## config.mk

```make
export PLATFORM = sky130hd
export DESIGN_NAME = utf8_stream_decoder_top_flat
export DESIGN_NICKNAME = d
export VERILOG_FILES = /design/src/rtl/u8d_pkg.sv /design/src/rtl/u8d_if.sv /design/src/rtl/u8d_step.sv /design/src/rtl/utf8_stream_decoder_top.sv /design/src/flat_wrapper.sv
export SDC_FILE = /design/constraint.sdc
export NUM_CORES = 1
export LEC_CHECK = 0
export ABC_AREA = 1
export BUFFER_PORTS_ARGS = -buffer_cell sky130_fd_sc_hd__buf_2
export CAP_MARGIN = 20
export CORE_UTILIZATION = 57
export CTS_BUF_LIST = sky130_fd_sc_hd__clkbuf_4 sky130_fd_sc_hd__clkbuf_8
export DETAILED_ROUTE_END_ITERATION = 6
export PLACE_DENSITY_LB_ADDON = 0.2
export SLEW_MARGIN = 20
export SYNTH_ARGS = -nofsm -noshare
export SYNTH_HDL_FRONTEND = slang
export SYNTH_SLANG_ARGS = --single-unit
export TNS_END_PERCENT = 10
```

## constraint.sdc

```tcl
create_clock -name clk -period 2.6 [get_ports clk]
set_input_delay 0.52 -clock clk [delete_from_list [all_inputs] [get_ports clk]]
set_output_delay 0.52 -clock clk [all_outputs]
set_load 0.05 [all_outputs]
```

## src/rtl/u8d_pkg.sv

```systemverilog
// ============================================================================
// u8d_pkg: shared types and constants of the UTF-8 stream decoder
// Holds the decoder state and result structs and the byte class constants.
// ============================================================================
`default_nettype none

package u8d_pkg;

    localparam int unsigned BYTE_W  = 8;
    localparam int unsigned CP_W    = 21;
    localparam int unsigned LEFT_W  = 2;

    // Byte class masks and patterns.
    localparam logic [BYTE_W-1:0] CONT_MASK  = 8'hC0;
    localparam logic [BYTE_W-1:0] CONT_PAT   = 8'h80;
    localparam logic [BYTE_W-1:0] CONT_DATA  = 8'h3F;
    localparam logic [BYTE_W-1:0] ASCII_MASK = 8'h80;
    localparam logic [BYTE_W-1:0] ASCII_PAT  = 8'h00;
    localparam logic [BYTE_W-1:0] LEAD2_MASK = 8'hE0;
    localparam logic [BYTE_W-1:0] LEAD2_PAT  = 8'hC0;
    localparam logic [BYTE_W-1:0] LEAD2_DATA = 8'h1F;
    localparam logic [BYTE_W-1:0] LEAD3_MASK = 8'hF0;
    localparam logic [BYTE_W-1:0] LEAD3_PAT  = 8'hE0;
    localparam logic [BYTE_W-1:0] LEAD3_DATA = 8'h0F;
    localparam logic [BYTE_W-1:0] LEAD4_MASK = 8'hF8;
    localparam logic [BYTE_W-1:0] LEAD4_PAT  = 8'hF0;
    localparam logic [BYTE_W-1:0] LEAD4_DATA = 8'h07;

    // Continuation slot counts opened by each lead byte class.
    localparam logic [LEFT_W-1:0] LEFT_NONE = 2'd0;
    localparam logic [LEFT_W-1:0] LEFT_ONE  = 2'd1;
    localparam logic [LEFT_W-1:0] LEFT_TWO  = 2'd2;
    localparam logic [LEFT_W-1:0] LEFT_THREE = 2'd3;

    localparam logic [CP_W-1:0] REPLACEMENT_CP = 21'd65533;

    typedef struct packed {
        logic [CP_W-1:0]   partial_glyph;
        logic [LEFT_W-1:0] bytes_left;
        logic              seq_valid;
    } dec_state_t;

    typedef struct packed {
        logic [CP_W-1:0] code_point;
        logic            ready_res;
    } dec_result_t;

endpackage

`default_nettype wire

```

## src/rtl/u8d_if.sv

```systemverilog
// ============================================================================
// u8d_if: request channels of the UTF-8 stream decoder
// A byte channel into the decoder and a code point channel out of it.
// ============================================================================
`default_nettype none

interface u8d_byte_if;
    logic                         valid;
    logic                         ready;
    logic [u8d_pkg::BYTE_W-1:0]   byte_in;

    modport source (output valid, output byte_in, input ready);
    modport sink   (input valid, input byte_in, output ready);
endinterface

interface u8d_cp_if;
    logic                       valid;
    logic                       ready;
    logic [u8d_pkg::CP_W-1:0]   code_point;
    logic                       ready_res;

    modport source (output valid, output code_point, output ready_res, input ready);
    modport sink   (input valid, input code_point, input ready_res, output ready);
endinterface

`default_nettype wire

```

## src/rtl/u8d_step.sv

```systemverilog
// ============================================================================
// u8d_step: one decoding step
// Computes the next decoder state and the result for one incoming byte.
// ============================================================================
`default_nettype none

module u8d_step (
    input  wire u8d_pkg::dec_state_t        state_cur,
    input  wire logic [u8d_pkg::BYTE_W-1:0] byte_in,
    output u8d_pkg::dec_state_t             state_nxt,
    output u8d_pkg::dec_result_t            result
);

    logic is_cont;

    assign is_cont = (byte_in & u8d_pkg::CONT_MASK) == u8d_pkg::CONT_PAT;

    // Continuation slot handling or lead byte classification.
    always_comb
    begin
        state_nxt = state_cur;
        if (state_cur.bytes_left != u8d_pkg::LEFT_NONE)
        begin
            if (state_cur.seq_valid)
            begin
                if (is_cont)
                begin
                    state_nxt.partial_glyph = {state_cur.partial_glyph[u8d_pkg::CP_W-7:0],
                                               byte_in[5:0]};
                end
                else
                begin
                    state_nxt.seq_valid = 1'b0;
                end
            end
            state_nxt.bytes_left = state_cur.bytes_left - u8d_pkg::LEFT_ONE;
        end
        else if ((byte_in & u8d_pkg::ASCII_MASK) == u8d_pkg::ASCII_PAT)
        begin
            state_nxt.seq_valid     = 1'b1;
            state_nxt.partial_glyph = {{(u8d_pkg::CP_W-u8d_pkg::BYTE_W){1'b0}}, byte_in};
        end
        else if ((byte_in & u8d_pkg::LEAD2_MASK) == u8d_pkg::LEAD2_PAT)
        begin
            state_nxt.seq_valid     = 1'b1;
            state_nxt.bytes_left    = u8d_pkg::LEFT_ONE;
            state_nxt.partial_glyph = {{(u8d_pkg::CP_W-u8d_pkg::BYTE_W){1'b0}},
                                       byte_in & u8d_pkg::LEAD2_DATA};
        end
        else if ((byte_in & u8d_pkg::LEAD3_MASK) == u8d_pkg::LEAD3_PAT)
        begin
            state_nxt.seq_valid     = 1'b1;
            state_nxt.bytes_left    = u8d_pkg::LEFT_TWO;
            state_nxt.partial_glyph = {{(u8d_pkg::CP_W-u8d_pkg::BYTE_W){1'b0}},
                                       byte_in & u8d_pkg::LEAD3_DATA};
        end
        else if ((byte_in & u8d_pkg::LEAD4_MASK) == u8d_pkg::LEAD4_PAT)
        begin
            state_nxt.seq_valid     = 1'b1;
            state_nxt.bytes_left    = u8d_pkg::LEFT_THREE;
            state_nxt.partial_glyph = {{(u8d_pkg::CP_W-u8d_pkg::BYTE_W){1'b0}},
                                       byte_in & u8d_pkg::LEAD4_DATA};
        end
        else
        begin
            // Stray continuation byte or an invalid lead byte.
            state_nxt.seq_valid = 1'b0;
        end
    end

    // Result: zero while a sequence stays open, else the glyph or the replacement.
    always_comb
    begin
        if (state_nxt.bytes_left != u8d_pkg::LEFT_NONE)
        begin
            result.code_point = '0;
            result.ready_res  = 1'b0;
        end
        else
        begin
            result.code_point = state_nxt.seq_valid ? state_nxt.partial_glyph
                                                    : u8d_pkg::REPLACEMENT_CP;
            result.ready_res  = 1'b1;
        end
    end

endmodule

`default_nettype wire

```

## src/rtl/utf8_stream_decoder_top.sv

```systemverilog
// ============================================================================
// utf8_stream_decoder_top: byte-serial UTF-8 to code point decoder
// Input byte register, one decoding step, and a result register.
// ============================================================================
// Usage:
//   byte_ch carries one raw UTF-8 byte per request; cp_ch returns exactly one
//   result request per byte, in order. While a multi-byte sequence is still
//   open the result is code_point 0 with ready_res 0; the byte that closes a
//   sequence returns the decoded code point with ready_res 1, or 65533 when
//   the sequence was malformed.
//   A byte accepted on byte_ch is held in the byte register, passes the
//   combinational decoding step, and is captured in the result register,
//   from which cp_ch shows it.
//   Throughput: one byte per cycle while cp_ch is not stalled; the decoding
//   step sits between the byte register and the result register.
//   Reset (rst_n low, asynchronous) empties both registers and clears the
//   decoder state: no sequence open, partial code point zero.
//   When the receiver stalls cp_ch, the result register holds its request
//   and one more byte waits in the byte register; byte_ch.ready then drops
//   until the result is taken.
// ============================================================================
`default_nettype none

module utf8_stream_decoder_top (
    input  wire logic   clk,
    input  wire logic   rst_n,
    u8d_byte_if.sink    byte_ch,
    u8d_cp_if.source    cp_ch
);

    logic                         in_valid_reg;
    logic [u8d_pkg::BYTE_W-1:0]   in_byte_reg;
    logic                         out_valid_reg;
    u8d_pkg::dec_result_t         out_result_reg;
    u8d_pkg::dec_state_t          state_reg;
    u8d_pkg::dec_state_t          state_next;
    u8d_pkg::dec_result_t         result_next;
    logic                         step_fire;
    logic                         byte_take;

    // The byte register moves on when the result register is free or drains.
    assign step_fire     = in_valid_reg && (!out_valid_reg || cp_ch.ready);
    assign byte_ch.ready = !in_valid_reg || step_fire;
    assign byte_take     = byte_ch.valid && byte_ch.ready;

    u8d_step u_step (
        .state_cur (state_reg),
        .byte_in   (in_byte_reg),
        .state_nxt (state_next),
        .result    (result_next)
    );

    // Byte register.
    always_ff @(posedge clk or negedge rst_n)
    begin
        if (!rst_n)
        begin
            in_valid_reg <= 1'b0;
        end
        else if (byte_ch.ready)
        begin
            in_valid_reg <= byte_ch.valid;
        end
    end

    always_ff @(posedge clk)
    begin
        if (byte_take)
        begin
            in_byte_reg <= byte_ch.byte_in;
        end
    end

    // Decoder state advances with each decoded byte.
    always_ff @(posedge clk or negedge rst_n)
    begin
        if (!rst_n)
        begin
            state_reg <= '0;
        end
        else if (step_fire)
        begin
            state_reg <= state_next;
        end
    end

    // Result register.
    always_ff @(posedge clk or negedge rst_n)
    begin
        if (!rst_n)
        begin
            out_valid_reg <= 1'b0;
        end
        else if (!out_valid_reg || cp_ch.ready)
        begin
            out_valid_reg <= in_valid_reg;
        end
    end

    always_ff @(posedge clk)
    begin
        if (step_fire)
        begin
            out_result_reg <= result_next;
        end
    end

    assign cp_ch.valid      = out_valid_reg;
    assign cp_ch.code_point = out_result_reg.code_point;
    assign cp_ch.ready_res  = out_result_reg.ready_res;

endmodule

`default_nettype wire

```

## src/flat_wrapper.sv

```systemverilog
// flat-port wrapper written by rule: the top's interface ports become plain ports
module utf8_stream_decoder_top_flat 
  (clk, rst_n, byte_ch_valid, byte_ch_byte_in, byte_ch_ready, cp_ch_valid, cp_ch_code_point, cp_ch_ready_res, cp_ch_ready);
  u8d_byte_if byte_ch_i ();
  u8d_cp_if cp_ch_i ();
  input  wire logic clk;
  input  wire logic rst_n;
  input wire logic [$bits(byte_ch_i.valid)-1:0] byte_ch_valid;
  input wire logic [$bits(byte_ch_i.byte_in)-1:0] byte_ch_byte_in;
  output wire logic [$bits(byte_ch_i.ready)-1:0] byte_ch_ready;
  output wire logic [$bits(cp_ch_i.valid)-1:0] cp_ch_valid;
  output wire logic [$bits(cp_ch_i.code_point)-1:0] cp_ch_code_point;
  output wire logic [$bits(cp_ch_i.ready_res)-1:0] cp_ch_ready_res;
  input wire logic [$bits(cp_ch_i.ready)-1:0] cp_ch_ready;
  assign byte_ch_i.valid = byte_ch_valid;
  assign byte_ch_i.byte_in = byte_ch_byte_in;
  assign byte_ch_ready = byte_ch_i.ready;
  assign cp_ch_valid = cp_ch_i.valid;
  assign cp_ch_code_point = cp_ch_i.code_point;
  assign cp_ch_ready_res = cp_ch_i.ready_res;
  assign cp_ch_i.ready = cp_ch_ready;
  utf8_stream_decoder_top u_core (.clk(clk), .rst_n(rst_n), .byte_ch(byte_ch_i), .cp_ch(cp_ch_i));
endmodule
```

Word level (Yosys, flattened, before mapping)
Index checks and enable logic that the tools add are counted.
{ "classes": {"addsub": 1, "eq_ne": 4, "mux": 14, "n_bitwise": 1, "n_reduce_logical": 10} }
{ "op_table": {"columns": ["operator", "n"], "rows": [
  ["$mux 24", 3],
  ["$mux 21", 3],
  ["$mux 23", 1],
  ["$mux 16", 1],
  ["$logic_not 8->1", 1],
  ["$eq 5x5->1 const B", 1],
  ["$mux 1", 5],
  ["$eq 4x4->1 const B", 1],
  ["$reduce_bool 2->1", 2],
  ["$eq 3x3->1 const B", 1],
  ["$eq 2x2->1 const B", 1],
  ["$logic_and 1x1->1", 2],
  ["$logic_not 1->1", 2],
  ["$logic_or 1x1->1", 2],
  ["$mux 2", 1],
  ["$reduce_or 2->1", 1],
  ["$sub 2x1->2 const B", 1],
  ["$not 1->1", 1]
]} }
{ "word_totals": {"reg_bits": 56, "inputBits": 12, "out_inout_bits": 24, "wordCells": 39} }

Depth between registers and ports, before layout
{ "logic_depth": {"ltp_word": 8, "ltp_mapped": 10, "depth_no_buf": 9} }

By module
From an unflattened synthesis, not the netlist that was laid out.
{ "hier_totals": {"hier_cells": 289, "area_unflattened_um2": 2628.8} }
{ "modules_own_cells": {"columns": ["mod", "instances", "cells_per_inst", "area_each_um2", "seq_area_each_um2"], "rows": [
  ["utf8_stream_decoder_top", 1, 144, 2000.7, 1551.5],
  ["u8d_step", 1, 145, 628.1, 0.0]
]} }

Least setup slack after synthesis
OpenSTA, ideal clock, no wires.
{ "synth_timing": {"kind": "flip-flop to flip-flop", "from": "register u_core.out_valid_reg (netlist: u_core.cp_ch.valid)", "to": "register u_core.out_result_reg (netlist bit u_core.cp_ch.code_point[0]) (enable)", "setup_time_ns": 0.394, "arrival_ns": 1.728, "required_ns": 2.206, "slack_ns": 0.478, "stages_incl_launch_ff": 5, "path_buffers": 1, "period_less_slack_ns": 2.122, "cell_sequence": "dfrtp_1 > nand2_1 > nand2_1 > inv_1 > clkbuf_1"} }
{ "synth_between": {"elab_chain_cells": 3} }
{ "synth_rtl": {"columns": ["element", "line_no", "text"], "rows": [
  ["start, declared", "utf8_stream_decoder_top.sv:33", "logic out_valid_reg;"],
  ["start signal, assigned", "utf8_stream_decoder_top.sv:96", "out_valid_reg <= in_valid_reg;"],
  ["$logic_not 1->1", "utf8_stream_decoder_top.sv:42", "assign step_fire = in_valid_reg && (!out_valid_reg || cp_ch.ready);"],
  ["$logic_or 1x1->1", "utf8_stream_decoder_top.sv:42", null],
  ["$logic_and 1x1->1", "utf8_stream_decoder_top.sv:42", null],
  ["via u_core.step_fire", "utf8_stream_decoder_top.sv:38", "logic step_fire;"],
  ["end signal, assigned", "utf8_stream_decoder_top.sv:104", "out_result_reg <= result_next;"],
  ["end, declared", "utf8_stream_decoder_top.sv:34", "u8d_pkg::dec_result_t out_result_reg;"]
]} }
The timed path passes the listed nets, and every way through them passes these cells.
A chain may end at the register's enable or synchronous reset.

Worst setup path after layout
{ "layout_timing": {"from": "register u_core.in_byte_reg[6] in the netlist's numbering", "to": "register u_core.out_result_reg (netlist bit u_core.cp_ch.code_point[9]) (data pin)"} }
{ "layout_between": {"elab_chain_cells": 7, "word_cells_on_any_way": 18, "classes_between": "eq/ne: 4; mux: 13; reduce/logical: 1"} }
{ "layout_rtl": {"columns": ["element", "line_no", "text"], "rows": [
  ["start, declared", "utf8_stream_decoder_top.sv:32", "logic [u8d_pkg::BYTE_W-1:0] in_byte_reg;"],
  ["start signal, assigned", "utf8_stream_decoder_top.sv:70", "in_byte_reg <= byte_ch.byte_in;"],
  ["$eq 5x5->1", "u8d_step.sv:57", "else if ((byte_in & u8d_pkg::LEAD4_MASK) == u8d_pkg::LEAD4_PAT)"],
  ["$mux 23 or $mux 1 (tied branches)", "u8d_step.sv:57", null],
  ["$mux 24", "u8d_step.sv:50", "else if ((byte_in & u8d_pkg::LEAD3_MASK) == u8d_pkg::LEAD3_PAT)"],
  ["$mux 24", "u8d_step.sv:43", "else if ((byte_in & u8d_pkg::LEAD2_MASK) == u8d_pkg::LEAD2_PAT)"],
  ["$mux 21 (tied with other cells)", "u8d_step.sv:38", "else if ((byte_in & u8d_pkg::ASCII_MASK) == u8d_pkg::ASCII_PAT)"],
  ["$mux 24 (*)", "u8d_step.sv:22", "if (state_cur.bytes_left != u8d_pkg::LEFT_NONE)"],
  ["$mux 16 or $reduce_bool 2->1 (tied branches)", "u8d_step.sv:81, u8d_step.sv:74", null]
]} }
Every way passes the cells marked *; elsewhere a longest branch is shown, timed or not.

==> qor.csv <==
stage,metric,value,unit
layout,final instance area,2440,um2
clock_tree,"Hold-fix buffers, CTS",0,
placement,input/output buffers,35,
sta,worst relative slew slack,69.0,%
grt,first-pass GRT wire length,6190,um
die,Die Ht,62.8,um
layout,max FFs per register,21,
critical_path,crit path max-delay cell type,edfxtp_1,
sta,final worst path period share,67.0,%
grt,largest net degree at the start of global routing,25,
sta,final setup vio count,0,
die,Initial Util,61.3,%
layout,diode count,0,
sta,endpoints failing hold,0,
logic_synthesis,"FF+latch count, synth",50,
pwr,Max VDD drop,0.755,mV
die,core area,3440,um2
sta,RSZ-0062 raised after global routing,no,
routing,final WL,3480,um
sta,Setup TNS,0,ns
routing,Initial DRT Pass Iterations,4,
sta,final worst slack,0.858,ns
clock_tree,postcts setup bufs,0,
placement,area of placed instances,2320,um2
clock_tree,CTS tree,built,
critical_path,CP Max Fanout,15,
critical_path,Slowest Stage Delay on Critical Path,0.46,ns
critical_path,CP Data Required Time,2.75,ns
critical_path,crit path DAT,1.90,ns
placement,placed insts,285,
logic_synthesis,warnings from Yosys,0,
clock_tree,CTS Root Cell,clkbuf_8,
placement,Final Wtd Congestion,0.931,
layout,final-layout fill cell count,260,
critical_path,crit-path cells,"inv_2, nand3_1, nor2_2, buf_4, a21oi_1, nor2_1",
logic_synthesis,"Seq/Total Area, Yosys",66.4,%
layout,layout cells sized above 1,22.3,%
pwr,Lkg Pwr,1.14,nW
placement,DP HPWL,2330,um
clock_tree,CTS Buffer Depth,2,
logic_synthesis,top post-synthesis cells by area,"edfxtp_1, dfrtp_1, nand2_1",
die,die area,3950,um2
clock_tree,Post-CTS Resized,0,
die,FP Rows,21,
critical_path,"reg-to-reg slack, setup",0.86,ns
logic_synthesis,syn_nets,221,
routing,DR vias/cell,5.28,
outcome,status,"complete, no violations",
logic_synthesis,leading area contributor after synthesis,edfxtp_1,
sta,fmax,574,MHz
routing,post-detailed-route count of antenna-violating nets,0,
logic_synthesis,Synth cell types,20,
clock_tree,total CTS buffers,5,
sta,count of final max-slew check failures,0,
clock_tree,CTS sink count,50,
routing,DRC,0,
grt,grt ovf,0,
grt,GRT Total Usage,20.5,%
grt,vias in the first global route,1396,
critical_path,Startpoint Class,flip-flop,
pwr,Final Power,0.00300,W
routing,initial drt markers,112,
placement,post-place setup slack,0.787,ns
clock_tree,"Clk Latency, worst-skew pair",0.30,ns
logic_synthesis,Post-Synthesis Cells,209,
logic_synthesis,Yosys top cell area share,42.7,%
grt,initial antenna violation count,0,
worst_hold_path,hold crit path type,primary input to async pin,
critical_path,crit path kind,flip-flop to flip-flop,
critical_path,CP Capture Type,flip-flop,
clock_tree,Clock transition at path regs,0.09,ns
logic_synthesis,mapped cell area,2110,um2
clock_tree,H-tree Lvls,2,
layout,nets,258,
die,die width,62.8,um
die,IO Pins,36,
routing,Routed WL per cell,11.9,um
layout,Area Overhead vs Synth,15.5,%
sta,Fin Clk Skew,0.00703,ns
job,number of max-cap violations,0,
sta,post-layout min period,1.74,ns
sta,worst slew pin tran,0.464,ns
layout,fin cells,293,
logic_synthesis,Post-Syn Area per Cell,10.1,um2
routing,via count,1548,
pwr,PwrDens,1230,nW/um2
## metal layers
metal  wire length [um]  up-vias  global-route usage, %
met5                  0        -                      0
met4                 83        0                   8.72
met3                196        8                   4.93
met2               1710       55                   33.3
met1               1490      715                   26.3
li1                   -      770                      -
## cell type report
cell class,instances,area (um2),share of cell area (%)
Multi-Input combinational cell,134,598,24.5
Clock buffer,5,68.8,2.82
Clock inverter,3,43.8,1.80
Sequential cell,50,1400,57.5
Tap cell,46,57.6,2.36
Timing Repair Buffer,39,205,8.42
Inverter,16,62.6,2.57
## cells in the mapped netlist, drive strengths merged
cell    number
nand2       55
edfxtp      30
nor2        26
a21oi       20
dfrtp       20
nand3       19
inv         16
o21ai       12
buf          6
clkbuf       3
a31oi        1
nand4        1
## where the power goes
| part | internal [W] | total, W | switching [W] |
|---|---|---|---|
| Sequential | 0.00114 | 0.00127 | 0.000130 |
| Combinational | 0.000294 | 0.00119 | 0.000893 |
| Clock | 0.000288 | 0.000545 | 0.000257 |
## worst max-delay path, delay by kind of cell (launching register included)
family,cells,cell delay (ns)
AND/OR/NAND/NOR,3,0.65
buffers and inverters,2,0.38
AO/OA/AOI/OAI,1,0.09
flip-flops,1,0.46
## kinds of logic after synthesis
kind of cell    after synthesis  synth area share (%)
compound gates               33                  8.07
simple gates                101                  20.3
flops                        50                  66.4
buf+inv                      25                  5.22
## per-stage QoR
step	hold slack [ns]	utilization [%]
floorplan	0.224	-
global placement	0.454	67.5
detailed placement	0.459	67.5
CTS	0.168	70.8
global route	0.183	70.8
finish	0.154	70.8
## layout by cell type (no fill, tap or decap)
cell / netlist / routed
nor2_2: 2 / 2
buf_4: 0 / 4
nand2_2: 1 / 1
nand2_1: 53 / 53
inv_1: 14 / 14
a21oi_1: 20 / 20
o21ai_0: 11 / 11
nand4_1: 1 / 1
nand3_1: 19 / 19
edfxtp_1: 30 / 30
o21ai_2: 1 / 1
inv_2: 1 / 1
inv_6: 0 / 1
clkinv_2: 0 / 1
bufinv_16: 0 / 1
nand2_4: 1 / 1
nor2_4: 1 / 1
inv_4: 1 / 1
dfrtp_1: 20 / 20
clkbuf_8: 0 / 5
buf_2: 5 / 35
nor2_1: 23 / 23
a31oi_1: 1 / 1
## worst paths after layout
check / cells after the start / end / from
setup / recovery: 6 / u_core.cp_ch.code_point[9] / u_core.in_byte_reg[6]
hold / removal: 1 / u_core.in_valid_reg / rst_n
setup reg to reg: 6 / u_core.cp_ch.code_point[9] / u_core.in_byte_reg[6]
hold reg to reg: 2 / u_core.state_reg[16] / u_core.state_reg[16]
max in group asynchronous: 1 / u_core.state_reg[4] / rst_n
min in group clk: 1 / u_core.in_byte_reg[6] / byte_ch_byte_in[6]
No activity file was read; power rests on OpenSTA's default activity.
